===== src/rtl/scd_pkg.sv =====
`default_nettype none

package scd_pkg;

    localparam int MAX_SOURCE_DIM = 4096;
    localparam int MAX_TARGET_DIM = 64;

    localparam int SRC_CFG_W = 13;
    localparam int TGT_CFG_W = 7;
    localparam int SRC_CNT_W = $clog2(MAX_SOURCE_DIM);
    localparam int NSP_W     = SRC_CNT_W + 1;
    localparam int TGT_CNT_W = $clog2(MAX_TARGET_DIM) + 1;
    localparam int REM_W     = TGT_CFG_W;
    localparam int CNT_PROD_W = 2 * TGT_CFG_W;

    localparam int PIXEL_W = 32;
    localparam int HASH_W  = 64;
    localparam int GRAY_W  = 8;
    localparam int BYTE_W  = 8;

    localparam int GRAY_K0 = 299;
    localparam int GRAY_K1 = 587;
    localparam int GRAY_K2 = 114;
    localparam int GRAY_DIV = 1000;
    localparam int WSUM_W = 18;
    localparam int RECIP_SHIFT = 28;
    localparam int RECIP_MUL = ((2 ** RECIP_SHIFT) + GRAY_DIV - 1) / GRAY_DIV;
    localparam int RECIP_W = 19;
    localparam int PROD_W = WSUM_W + RECIP_W;

    localparam int DIV_CNT_W = $clog2(SRC_CFG_W + 1);

    localparam int RST_SW = 640;
    localparam int RST_SH = 480;
    localparam int RST_TW = 9;
    localparam int RST_TH = 8;
    localparam int RST_QW = RST_SW / RST_TW;
    localparam int RST_RW = RST_SW % RST_TW;
    localparam int RST_QH = RST_SH / RST_TH;
    localparam int RST_RH = RST_SH % RST_TH;

    localparam int CFG_IDX_W = 2;

    typedef enum logic [CFG_IDX_W-1:0] {
        CFG_SOURCE_WIDTH  = 2'd0,
        CFG_SOURCE_HEIGHT = 2'd1,
        CFG_TARGET_WIDTH  = 2'd2,
        CFG_TARGET_HEIGHT = 2'd3
    } cfg_index_t;

    typedef struct packed {
        logic cfg_we;
        logic load;
        logic gray_en;
        logic update;
    } scd_cmd_t;

    typedef struct packed {
        logic div_done;
        logic frame_end;
    } scd_sts_t;

endpackage

`default_nettype wire


===== src/rtl/scaled_difference_hash.sv =====
// scaled_difference_hash: 64-bit difference hash of a nearest-neighbour downscaled image
//
// s_axis carries source pixels in raster order, one request per pixel; tuser marks
// the first pixel of a frame and restarts the counters and the hash. m_axis carries
// one result per frame, on the last source pixel: tdata is the hash, tuser flags an
// unusable size setup (hash then zero). cfg writes the four size registers.
// Each pixel is accepted with luma weighting, then takes the reciprocal multiply for
// the divide by 1000, then the counter and hash update, before the next pixel is
// accepted; the update waits while a frame end meets an untaken result. The result
// register and its valid are loaded by the update of the last pixel of a frame.
// A size write restarts a shared bit-serial divider for the sample steps; pixels are
// held off after the last write while it runs.
// Reset loads 640x480 to 9x8 with its divider results ready, clears all counters,
// and accepts pixels at once. A stalled result waits in the output register while
// the next pixels go on; only a further frame end waits for it to be taken.
`default_nettype none

module scaled_difference_hash (
    input  wire logic                           clk,
    input  wire logic                           rst_n,
    input  wire logic                           s_axis_tvalid,
    output logic                                s_axis_tready,
    input  wire logic [scd_pkg::PIXEL_W-1:0]    s_axis_tdata,   // pixel
    input  wire logic                           s_axis_tuser,   // frame_first
    output logic                                m_axis_tvalid,
    input  wire logic                           m_axis_tready,
    output logic      [scd_pkg::HASH_W-1:0]     m_axis_tdata,   // hash
    output logic                                m_axis_tuser,   // bad_setup
    input  wire logic                           cfg_valid,
    output logic                                cfg_ready,
    input  wire logic [scd_pkg::CFG_IDX_W-1:0]  cfg_index,
    input  wire logic [scd_pkg::SRC_CFG_W-1:0]  cfg_data
);
    import scd_pkg::*;

    scd_cmd_t cmd;
    scd_sts_t sts;

    scd_ctrl u_ctrl (
        .clk       (clk),
        .rst_n     (rst_n),
        .s_valid   (s_axis_tvalid),
        .s_ready   (s_axis_tready),
        .cfg_valid (cfg_valid),
        .cfg_ready (cfg_ready),
        .m_ready   (m_axis_tready),
        .m_valid   (m_axis_tvalid),
        .sts       (sts),
        .cmd       (cmd)
    );

    scd_dp u_dp (
        .clk         (clk),
        .rst_n       (rst_n),
        .cmd         (cmd),
        .sts         (sts),
        .cfg_index   (cfg_index),
        .cfg_data    (cfg_data),
        .pixel       (s_axis_tdata),
        .frame_first (s_axis_tuser),
        .hash        (m_axis_tdata),
        .bad_setup   (m_axis_tuser)
    );

    a_bad_zero_hash: assert property (@(posedge clk) disable iff (!rst_n)
        m_axis_tvalid && m_axis_tuser |-> m_axis_tdata == '0)
        else $error("bad setup result with nonzero hash");

    a_result_on_frame_end: assert property (@(posedge clk) disable iff (!rst_n)
        cmd.update && sts.frame_end |=> m_axis_tvalid)
        else $error("frame end did not raise a result");

    a_no_pixel_while_dividing: assert property (@(posedge clk) disable iff (!rst_n)
        s_axis_tready |-> sts.div_done)
        else $error("pixel taken while divider busy");

    a_cfg_blocks_pixels: assert property (@(posedge clk) disable iff (!rst_n)
        cfg_valid && cfg_ready |=> !s_axis_tready)
        else $error("pixel taken right after size write");

endmodule

`default_nettype wire


===== src/rtl/scd_div.sv =====
`default_nettype none

module scd_div (
    input  wire logic                           clk,
    input  wire logic                           rst_n,
    input  wire logic                           start,
    input  wire logic [scd_pkg::SRC_CFG_W-1:0]  dividend_a,
    input  wire logic [scd_pkg::TGT_CFG_W-1:0]  divisor_a,
    input  wire logic [scd_pkg::SRC_CFG_W-1:0]  dividend_b,
    input  wire logic [scd_pkg::TGT_CFG_W-1:0]  divisor_b,
    output logic      [scd_pkg::SRC_CFG_W-1:0]  quot_a,
    output logic      [scd_pkg::REM_W-1:0]      rem_a,
    output logic      [scd_pkg::SRC_CFG_W-1:0]  quot_b,
    output logic      [scd_pkg::REM_W-1:0]      rem_b,
    output logic                                done
);
    import scd_pkg::*;

    logic [DIV_CNT_W-1:0] cnt_reg, cnt_next;
    logic [SRC_CFG_W-1:0] qa_reg, qa_next, qb_reg, qb_next;
    logic [REM_W-1:0]     ra_reg, ra_next, rb_reg, rb_next;
    logic [DIV_CNT_W-1:0] bit_idx;
    logic [REM_W:0]       ra_shift, rb_shift;
    logic                 ra_ge, rb_ge;

    assign done    = cnt_reg == DIV_CNT_W'(SRC_CFG_W);
    assign bit_idx = DIV_CNT_W'(SRC_CFG_W - 1) - cnt_reg;

    // one quotient bit per cycle, msb first
    always_comb
    begin
        ra_shift = {ra_reg, dividend_a[bit_idx]};
        rb_shift = {rb_reg, dividend_b[bit_idx]};
        ra_ge    = ra_shift >= {1'b0, divisor_a};
        rb_ge    = rb_shift >= {1'b0, divisor_b};
        cnt_next = cnt_reg;
        qa_next  = qa_reg;
        qb_next  = qb_reg;
        ra_next  = ra_reg;
        rb_next  = rb_reg;
        if (start)
        begin
            cnt_next = '0;
            qa_next  = '0;
            qb_next  = '0;
            ra_next  = '0;
            rb_next  = '0;
        end
        else if (!done)
        begin
            cnt_next = cnt_reg + 1'b1;
            qa_next  = {qa_reg[SRC_CFG_W-2:0], ra_ge};
            qb_next  = {qb_reg[SRC_CFG_W-2:0], rb_ge};
            ra_next  = ra_ge ? REM_W'(ra_shift - {1'b0, divisor_a}) : ra_shift[REM_W-1:0];
            rb_next  = rb_ge ? REM_W'(rb_shift - {1'b0, divisor_b}) : rb_shift[REM_W-1:0];
        end
    end

    always_ff @(posedge clk or negedge rst_n)
    begin
        if (!rst_n)
        begin
            cnt_reg <= DIV_CNT_W'(SRC_CFG_W);
            qa_reg  <= SRC_CFG_W'(RST_QW);
            ra_reg  <= REM_W'(RST_RW);
            qb_reg  <= SRC_CFG_W'(RST_QH);
            rb_reg  <= REM_W'(RST_RH);
        end
        else
        begin
            cnt_reg <= cnt_next;
            qa_reg  <= qa_next;
            ra_reg  <= ra_next;
            qb_reg  <= qb_next;
            rb_reg  <= rb_next;
        end
    end

    assign quot_a = qa_reg;
    assign rem_a  = ra_reg;
    assign quot_b = qb_reg;
    assign rem_b  = rb_reg;

endmodule

`default_nettype wire


===== src/rtl/scd_dp.sv =====
`default_nettype none

module scd_dp (
    input  wire logic                           clk,
    input  wire logic                           rst_n,
    input  wire scd_pkg::scd_cmd_t              cmd,
    output scd_pkg::scd_sts_t                   sts,
    input  wire logic [scd_pkg::CFG_IDX_W-1:0]  cfg_index,
    input  wire logic [scd_pkg::SRC_CFG_W-1:0]  cfg_data,
    input  wire logic [scd_pkg::PIXEL_W-1:0]    pixel,
    input  wire logic                           frame_first,
    output logic      [scd_pkg::HASH_W-1:0]     hash,
    output logic                                bad_setup
);
    import scd_pkg::*;

    logic [SRC_CFG_W-1:0] sw_reg, sh_reg;
    logic [TGT_CFG_W-1:0] tw_reg, th_reg;

    logic [SRC_CFG_W-1:0] quot_w, quot_h;
    logic [REM_W-1:0]     rem_w, rem_h;

    logic [WSUM_W-1:0] wsum_reg;
    logic              first_reg;
    logic [PROD_W-1:0] prod;
    logic [GRAY_W-1:0] gray_reg;

    logic [SRC_CNT_W-1:0] scol_reg, scol_next, srow_reg, srow_next;
    logic [TGT_CNT_W-1:0] tcol_reg, tcol_next, trow_reg, trow_next;
    logic [NSP_W-1:0]     nsc_reg, nsc_next, nsr_reg, nsr_next;
    logic [REM_W-1:0]     crem_reg, crem_next, rrem_reg, rrem_next;
    logic [GRAY_W-1:0]    prev_reg, prev_next;
    logic [HASH_W-1:0]    hash_reg, hash_next;

    logic [SRC_CNT_W-1:0] scol_e, srow_e;
    logic [TGT_CNT_W-1:0] tcol_e, trow_e;
    logic [NSP_W-1:0]     nsc_e, nsr_e;
    logic [REM_W-1:0]     crem_e, rrem_e;
    logic [GRAY_W-1:0]    prev_e;
    logic [HASH_W-1:0]    hash_e;

    logic [REM_W:0]       csum, rsum;
    logic                 ccarry, rcarry;
    logic [CNT_PROD_W-1:0] cmp_count;
    logic                 bad;
    logic [SRC_CNT_W-1:0] esw_m1, esh_m1;
    logic                 row_sample, col_sample, row_end, frame_end;

    function automatic logic [HASH_W-1:0] hash_next_out(
        input logic [HASH_W-1:0]    h,
        input logic [GRAY_W-1:0]    p,
        input logic [GRAY_W-1:0]    g,
        input logic                 smp,
        input logic [TGT_CNT_W-1:0] tc
    );
        logic [HASH_W-1:0] r;
        r = h;
        if (smp && tc != '0)
            r = {h[HASH_W-2:0], p < g};
        return r;
    endfunction

    scd_div u_div (
        .clk        (clk),
        .rst_n      (rst_n),
        .start      (cmd.cfg_we),
        .dividend_a (sw_reg),
        .divisor_a  (tw_reg),
        .dividend_b (sh_reg),
        .divisor_b  (th_reg),
        .quot_a     (quot_w),
        .rem_a      (rem_w),
        .quot_b     (quot_h),
        .rem_b      (rem_h),
        .done       (sts.div_done)
    );

    always_ff @(posedge clk or negedge rst_n)
    begin
        if (!rst_n)
        begin
            sw_reg <= SRC_CFG_W'(RST_SW);
            sh_reg <= SRC_CFG_W'(RST_SH);
            tw_reg <= TGT_CFG_W'(RST_TW);
            th_reg <= TGT_CFG_W'(RST_TH);
        end
        else if (cmd.cfg_we)
        begin
            case (cfg_index_t'(cfg_index))
                CFG_SOURCE_WIDTH:  sw_reg <= cfg_data;
                CFG_SOURCE_HEIGHT: sh_reg <= cfg_data;
                CFG_TARGET_WIDTH:  tw_reg <= cfg_data[TGT_CFG_W-1:0];
                CFG_TARGET_HEIGHT: th_reg <= cfg_data[TGT_CFG_W-1:0];
                default:           sw_reg <= sw_reg;
            endcase
        end
    end

    // luma weights, then divide by 1000 through a reciprocal
    always_ff @(posedge clk)
    begin
        if (cmd.load)
        begin
            wsum_reg  <= WSUM_W'(GRAY_K0) * WSUM_W'(pixel[0*BYTE_W +: BYTE_W])
                       + WSUM_W'(GRAY_K1) * WSUM_W'(pixel[1*BYTE_W +: BYTE_W])
                       + WSUM_W'(GRAY_K2) * WSUM_W'(pixel[2*BYTE_W +: BYTE_W]);
            first_reg <= frame_first;
        end
        if (cmd.gray_en)
        begin
            gray_reg <= prod[RECIP_SHIFT +: GRAY_W];
        end
    end

    assign prod = PROD_W'(wsum_reg) * PROD_W'(RECIP_MUL);

    always_comb
    begin
        cmp_count = CNT_PROD_W'(tw_reg - 1'b1) * CNT_PROD_W'(th_reg);
        bad = sw_reg == '0 || sh_reg == '0 || tw_reg == '0 || th_reg == '0
           || sw_reg > SRC_CFG_W'(MAX_SOURCE_DIM) || sh_reg > SRC_CFG_W'(MAX_SOURCE_DIM)
           || tw_reg > TGT_CFG_W'(MAX_TARGET_DIM) || th_reg > TGT_CFG_W'(MAX_TARGET_DIM)
           || SRC_CFG_W'(tw_reg) > sw_reg || SRC_CFG_W'(th_reg) > sh_reg
           || cmp_count > CNT_PROD_W'(HASH_W);

        if (sw_reg == '0)
            esw_m1 = '0;
        else if (sw_reg > SRC_CFG_W'(MAX_SOURCE_DIM))
            esw_m1 = SRC_CNT_W'(MAX_SOURCE_DIM - 1);
        else
            esw_m1 = SRC_CNT_W'(sw_reg - 1'b1);

        if (sh_reg == '0)
            esh_m1 = '0;
        else if (sh_reg > SRC_CFG_W'(MAX_SOURCE_DIM))
            esh_m1 = SRC_CNT_W'(MAX_SOURCE_DIM - 1);
        else
            esh_m1 = SRC_CNT_W'(sh_reg - 1'b1);
    end

    // state as seen by this pixel, after a frame restart
    always_comb
    begin
        scol_e = first_reg ? '0 : scol_reg;
        srow_e = first_reg ? '0 : srow_reg;
        tcol_e = first_reg ? '0 : tcol_reg;
        trow_e = first_reg ? '0 : trow_reg;
        nsc_e  = first_reg ? '0 : nsc_reg;
        nsr_e  = first_reg ? '0 : nsr_reg;
        crem_e = first_reg ? '0 : crem_reg;
        rrem_e = first_reg ? '0 : rrem_reg;
        prev_e = first_reg ? '0 : prev_reg;
        hash_e = first_reg ? '0 : hash_reg;
    end

    always_comb
    begin
        row_sample = !bad && trow_e < th_reg && NSP_W'(srow_e) == nsr_e;
        col_sample = row_sample && tcol_e < tw_reg && NSP_W'(scol_e) == nsc_e;
        row_end    = scol_e >= esw_m1;
        frame_end  = row_end && srow_e >= esh_m1;

        csum   = {1'b0, crem_e} + {1'b0, rem_w};
        ccarry = csum >= {1'b0, tw_reg};
        rsum   = {1'b0, rrem_e} + {1'b0, rem_h};
        rcarry = rsum >= {1'b0, th_reg};

        scol_next = scol_e;
        srow_next = srow_e;
        tcol_next = tcol_e;
        trow_next = trow_e;
        nsc_next  = nsc_e;
        nsr_next  = nsr_e;
        crem_next = crem_e;
        rrem_next = rrem_e;
        prev_next = prev_e;
        hash_next = hash_e;

        if (col_sample)
        begin
            if (tcol_e != '0)
                hash_next = {hash_e[HASH_W-2:0], prev_e < gray_reg};
            prev_next = gray_reg;
            tcol_next = tcol_e + 1'b1;
            // past the last column it can never match again, so hold
            if (nsc_e < NSP_W'(MAX_SOURCE_DIM))
                nsc_next = NSP_W'(nsc_e + quot_w + ccarry);
            crem_next = ccarry ? REM_W'(csum - {1'b0, tw_reg}) : csum[REM_W-1:0];
        end

        if (frame_end)
        begin
            scol_next = '0;
            srow_next = '0;
            tcol_next = '0;
            trow_next = '0;
            nsc_next  = '0;
            nsr_next  = '0;
            crem_next = '0;
            rrem_next = '0;
            prev_next = '0;
            hash_next = '0;
        end
        else if (row_end)
        begin
            if (row_sample)
            begin
                trow_next = trow_e + 1'b1;
                if (nsr_e < NSP_W'(MAX_SOURCE_DIM))
                    nsr_next = NSP_W'(nsr_e + quot_h + rcarry);
                rrem_next = rcarry ? REM_W'(rsum - {1'b0, th_reg}) : rsum[REM_W-1:0];
            end
            scol_next = '0;
            tcol_next = '0;
            nsc_next  = '0;
            crem_next = '0;
            srow_next = srow_e + 1'b1;
        end
        else
        begin
            scol_next = scol_e + 1'b1;
        end
    end

    always_ff @(posedge clk or negedge rst_n)
    begin
        if (!rst_n)
        begin
            scol_reg <= '0;
            srow_reg <= '0;
            tcol_reg <= '0;
            trow_reg <= '0;
            nsc_reg  <= '0;
            nsr_reg  <= '0;
            crem_reg <= '0;
            rrem_reg <= '0;
            prev_reg <= '0;
            hash_reg <= '0;
        end
        else if (cmd.update)
        begin
            scol_reg <= scol_next;
            srow_reg <= srow_next;
            tcol_reg <= tcol_next;
            trow_reg <= trow_next;
            nsc_reg  <= nsc_next;
            nsr_reg  <= nsr_next;
            crem_reg <= crem_next;
            rrem_reg <= rrem_next;
            prev_reg <= prev_next;
            hash_reg <= hash_next;
        end
    end

    // result register
    always_ff @(posedge clk)
    begin
        if (cmd.update && frame_end)
        begin
            hash      <= bad ? '0 : hash_next_out(hash_e, prev_e, gray_reg, col_sample, tcol_e);
            bad_setup <= bad;
        end
    end

    assign sts.frame_end = frame_end;

endmodule

`default_nettype wire


===== src/rtl/scd_ctrl.sv =====
`default_nettype none

module scd_ctrl (
    input  wire logic               clk,
    input  wire logic               rst_n,
    input  wire logic               s_valid,
    output logic                    s_ready,
    input  wire logic               cfg_valid,
    output logic                    cfg_ready,
    input  wire logic               m_ready,
    output logic                    m_valid,
    input  wire scd_pkg::scd_sts_t  sts,
    output scd_pkg::scd_cmd_t       cmd
);
    import scd_pkg::*;

    typedef enum logic [3:0] {
        ST_IDLE = 4'b0001,
        ST_DIV  = 4'b0010,
        ST_GRAY = 4'b0100,
        ST_UPD  = 4'b1000
    } state_t;

    state_t state_reg, state_next;
    logic   m_valid_reg, m_valid_next;
    logic   stall;

    assign cfg_ready = state_reg == ST_IDLE || state_reg == ST_DIV;
    assign s_ready   = state_reg == ST_IDLE && !cfg_valid;
    assign stall     = sts.frame_end && m_valid_reg && !m_ready;

    always_comb
    begin
        cmd         = '0;
        cmd.cfg_we  = cfg_valid && cfg_ready;
        state_next  = state_reg;
        case (state_reg)
            ST_IDLE:
            begin
                if (cmd.cfg_we)
                    state_next = ST_DIV;
                else if (s_valid)
                begin
                    cmd.load   = 1'b1;
                    state_next = ST_GRAY;
                end
            end
            ST_DIV:
            begin
                if (!cmd.cfg_we && sts.div_done)
                    state_next = ST_IDLE;
            end
            ST_GRAY:
            begin
                cmd.gray_en = 1'b1;
                state_next  = ST_UPD;
            end
            ST_UPD:
            begin
                if (!stall)
                begin
                    cmd.update = 1'b1;
                    state_next = ST_IDLE;
                end
            end
            default:
            begin
                state_next = ST_IDLE;
            end
        endcase
        m_valid_next = (m_valid_reg && !m_ready) || (cmd.update && sts.frame_end);
    end

    always_ff @(posedge clk or negedge rst_n)
    begin
        if (!rst_n)
        begin
            state_reg   <= ST_IDLE;
            m_valid_reg <= 1'b0;
        end
        else
        begin
            state_reg   <= state_next;
            m_valid_reg <= m_valid_next;
        end
    end

    assign m_valid = m_valid_reg;

endmodule

`default_nettype wire

===== config.mk =====
export PLATFORM = sky130hd
export DESIGN_NAME = scaled_difference_hash
export DESIGN_NICKNAME = d
export VERILOG_FILES = /design/src/rtl/scd_pkg.sv /design/src/rtl/scaled_difference_hash.sv /design/src/rtl/scd_div.sv /design/src/rtl/scd_dp.sv /design/src/rtl/scd_ctrl.sv
export SDC_FILE = /design/constraint.sdc
export NUM_CORES = 2
export LEC_CHECK = 0
export ABC_AREA = 1
export BUFFER_PORTS_ARGS = -buffer_cell sky130_fd_sc_hd__buf_2
export CELL_PAD_IN_SITES_DETAIL_PLACEMENT = 0
export CELL_PAD_IN_SITES_GLOBAL_PLACEMENT = 1
export CORE_ASPECT_RATIO = 1.4
export CORE_MARGIN = 3
export CORE_UTILIZATION = 29
export CTS_BUF_LIST = sky130_fd_sc_hd__clkbuf_8
export CTS_CLUSTER_DIAMETER = 120
export DETAILED_ROUTE_END_ITERATION = 8
export PLACE_DENSITY_LB_ADDON = 0.1
export SETUP_SLACK_MARGIN = 0.05
export SLEW_MARGIN = 20
export SYNTH_ARGS = -nofsm -noshare
export SYNTH_HDL_FRONTEND = slang
export SYNTH_SLANG_ARGS = --single-unit
export TNS_END_PERCENT = 100

===== constraint.sdc =====
create_clock -name clk -period 13.35 [get_ports clk]
set_clock_uncertainty 0.05 [all_clocks]
set_input_delay 2.67 -clock clk [delete_from_list [all_inputs] [get_ports clk]]
set_output_delay 2.67 -clock clk [all_outputs]
set_load 0.03 [all_outputs]

==> results.py <==
metrics = {
    "outcome": {
        "status": "complete, no violations",
    },
    "clock_network": {
        "numCtsBuffers": 60,
        "clk_pin_slew_ps": 60,
        "cts_buffer_depth": 3,
        "htree_levels": 2,
        "cts_setup_buffers": 0,
        "clockRootBuffer": "clkbuf_8",
        "cts.hold.buffers_added": 0,
        "numClockSinks": 331,
        "cts_tree": "yes",
        "post_cts_resized": 0,
        "insertion_delay_ps": 700,
    },
    "job": {
        "drv_cap": 0,
    },
    "drt": {
        "wl_met2_um": 45800,
        "wl_met1_um": 39900,
        "via_per_inst": 4.61,
        "drt_iter0_markers": 1088,
        "wl_per_cell_um": 16.5,
        "wl_met3_um": 2660,
        "first_pass_iters": 7,
        "ant_nets": 0,
        "route.detailed.drc": 0,
        "topRoutingLayerUsed": "met5",
        "wl_um": 89900,
        "vias": 25200,
    },
    "logic_synthesis": {
        "synth-xor-area-share": 0.0268,
        "synth_seq_cells": 331,
        "synthSimpleGateAreaFrac": 0.202,
        "synth_area_um2": 31100,
        "yosys.area_share.adder": 0.269,
        "yosys_most_used_dff": "dfrtp_1",
        "synth_edf_count": 92,
        "syn_nets": 4582,
        "ys_seq_area_frac": 0.282,
        "synth_cell_types": 53,
        "synth_top_family_by_area": "adder cells",
        "synthMuxAreaShare": 0,
        "syn_inst": 3961,
        "syn_area_per_cell_um2": 7.84,
        "async_flop_share": 0.722,
        "yosysWarningCount": 0,
        "synth_compound_area_frac": 0.114,
    },
    "sta": {
        "maxSlewHeadroom": 0.364,
        "grt_setup_unrepaired": "false",
        "fmax_ghz": 0.120,
        "drv_slew": 0,
        "post-route-min-period_ps": 8340,
        "final_hold_viol_count": 0,
        "tns_ps": 0,
        "worst_pin_slew_ps": 954,
        "period_share": 0.625,
        "finalSetupViolations": 0,
    },
    "cells_and_area": {
        "final_net_count": 4672,
        "drive_above_1_share": 0.0802,
        "area_growth_pct": 10.6,
        "largest_reg_flops": 128,
    },
    "setup_path": {
        "max_stage_delay_ps": 740,
        "cp_top_family": "simple AND/OR/NAND/NOR gates",
        "start_kind": "flip-flop",
        "worst-path-max-fanout": 34,
        "required_ps": 13710,
        "cp-end-kind": "flip-flop",
        "critical_path_arrival_ps": 8700,
        "cpMostUsedCell": "nand2_1",
        "path_buf_inv": 6,
        "r2r_slack_ps": 5010,
        "worst_path_max_delay_cell": "dfstp_2",
        "critPathKind": "flip-flop to flip-flop",
    },
    "die": {
        "row_count": 141,
        "io_pins": 121,
        "initial_core_util": 0.293,
        "die_y_um": 393,
        "core_area_um2": 106000,
        "die_w_um": 283,
        "die_area_um2": 111000,
    },
    "placed_design": {
        "place.gp.congestion": 0.769,
        "dp_hpwl_um": 67700,
        "port_buffers": 112,
    },
    "global_route": {
        "grt_max_degree": 123,
        "grt_usage": 0.165,
        "grt_pass1_vias": 26400,
        "grt_pass1_wl_um": 144000,
        "grt_overflow": 0,
        "grt_antenna_before_repair": 6,
    },
    "min_path": {
        "hold_path.class": "flip-flop to flip-flop",
    },
}
[area by class of cell]
cell class	instances	area [µm²]
Fill cell	11500	71500
Multi-Input combinational cell	2788	19000
Sequential cell	331	8770
Inverter	734	2760
Tap cell	1358	1700
Clock buffer	71	977
Timing Repair Buffer	136	763
Clock inverter	43	353
Antenna cell	3	7.51
[cell families after synthesis]
kind of cell / after synthesis
and+or+nand+nor: 1489
adders and majority gates: 568
DFF: 331
AOI/OAI and AO/OA: 636
buffers and inverters: 842
xor gates and xnor gates: 95
[path summary, 6_finish.rpt]
check                                   from                end  cells after the start
hold / removal             u_dp.hash_reg[28]  u_dp.hash_reg[28]                      2
min in group asynchronous              rst_n  u_dp.hash_reg[14]                      1
max in group asynchronous              rst_n   u_dp.tcol_reg[5]                      3
setup reg to reg              u_dp.tw_reg[0]       u_dp.hash[0]                     32
setup / recovery              u_dp.tw_reg[0]       u_dp.hash[0]                     32
hold reg to reg            u_dp.hash_reg[28]  u_dp.hash_reg[28]                      2
[layout by cell type (no fill, tap or decap), types with 35 or more instances in the layout]
cell type    n
buf_2      111
inv_1      738
o211ai_1    37
o21ai_0    273
xor2_1      64
nor2_1     319
nand4_1     35
edfxtp_1    92
a21oi_1    186
nand3_1    142
ha_1       400
fa_1       168
o22ai_1     48
clkbuf_8    71
dfrtp_1    217
nand2_1    844
[metal layers]
layer,track usage,up-vias
met4,0.0327,4
met1,0.202,11900
met5,0,-
met2,0.308,297
li1,-,12900
met3,0.0199,89
[cell usage after synthesis (22+ instances only)]
cell type,n,area [µm²]
xnor2_1,31,272
nor3_1,35,175
nand4_1,35,219
o21ai_1,23,115
o21ai_0,273,1370
fa_1,168,3360
a21oi_1,186,931
o211ai_1,37,278
xor2_1,64,561
nor2_1,321,1200
inv_1,727,2730
o22ai_1,48,300
nand2_2,32,200
edfxtp_1,92,2760
dfstp_2,22,578
clkbuf_1,58,218
nand3_1,142,711
nand2_1,845,3170
dfrtp_1,217,5430
ha_1,400,5000
nor2b_1,34,213
buf_2,27,135
[worst reg2reg max path, delay by kind of cell, from the launching register on]
family	cells	cell delay, ps
simple gates	19	3190
fa+ha+maj	6	2710
buf+inv	6	800
flops	1	740
xor+xnor	1	570
[through the flow]
stage / instance area [µm²] / hold slack, ps / std cells / utilization / worst slack [ps]
4_1_cts: 34300 / 431 / 5461 / 0.324 / 4820
6_report: 34400 / 427 / 5464 / 0.325 / 5010
2_1_floorplan: 31100 / 399 / 3961 / - / 5240
3_3_place_gp: 33000 / 412 / 5347 / 0.312 / 4430
3_5_place_dp: 33000 / 415 / 5347 / 0.312 / 4430
5_1_grt: 34400 / 453 / 5463 / 0.325 / 4400
Power is not shown: default switching activity piles up to over one toggle a cycle in this logic, so the estimate is an artifact.
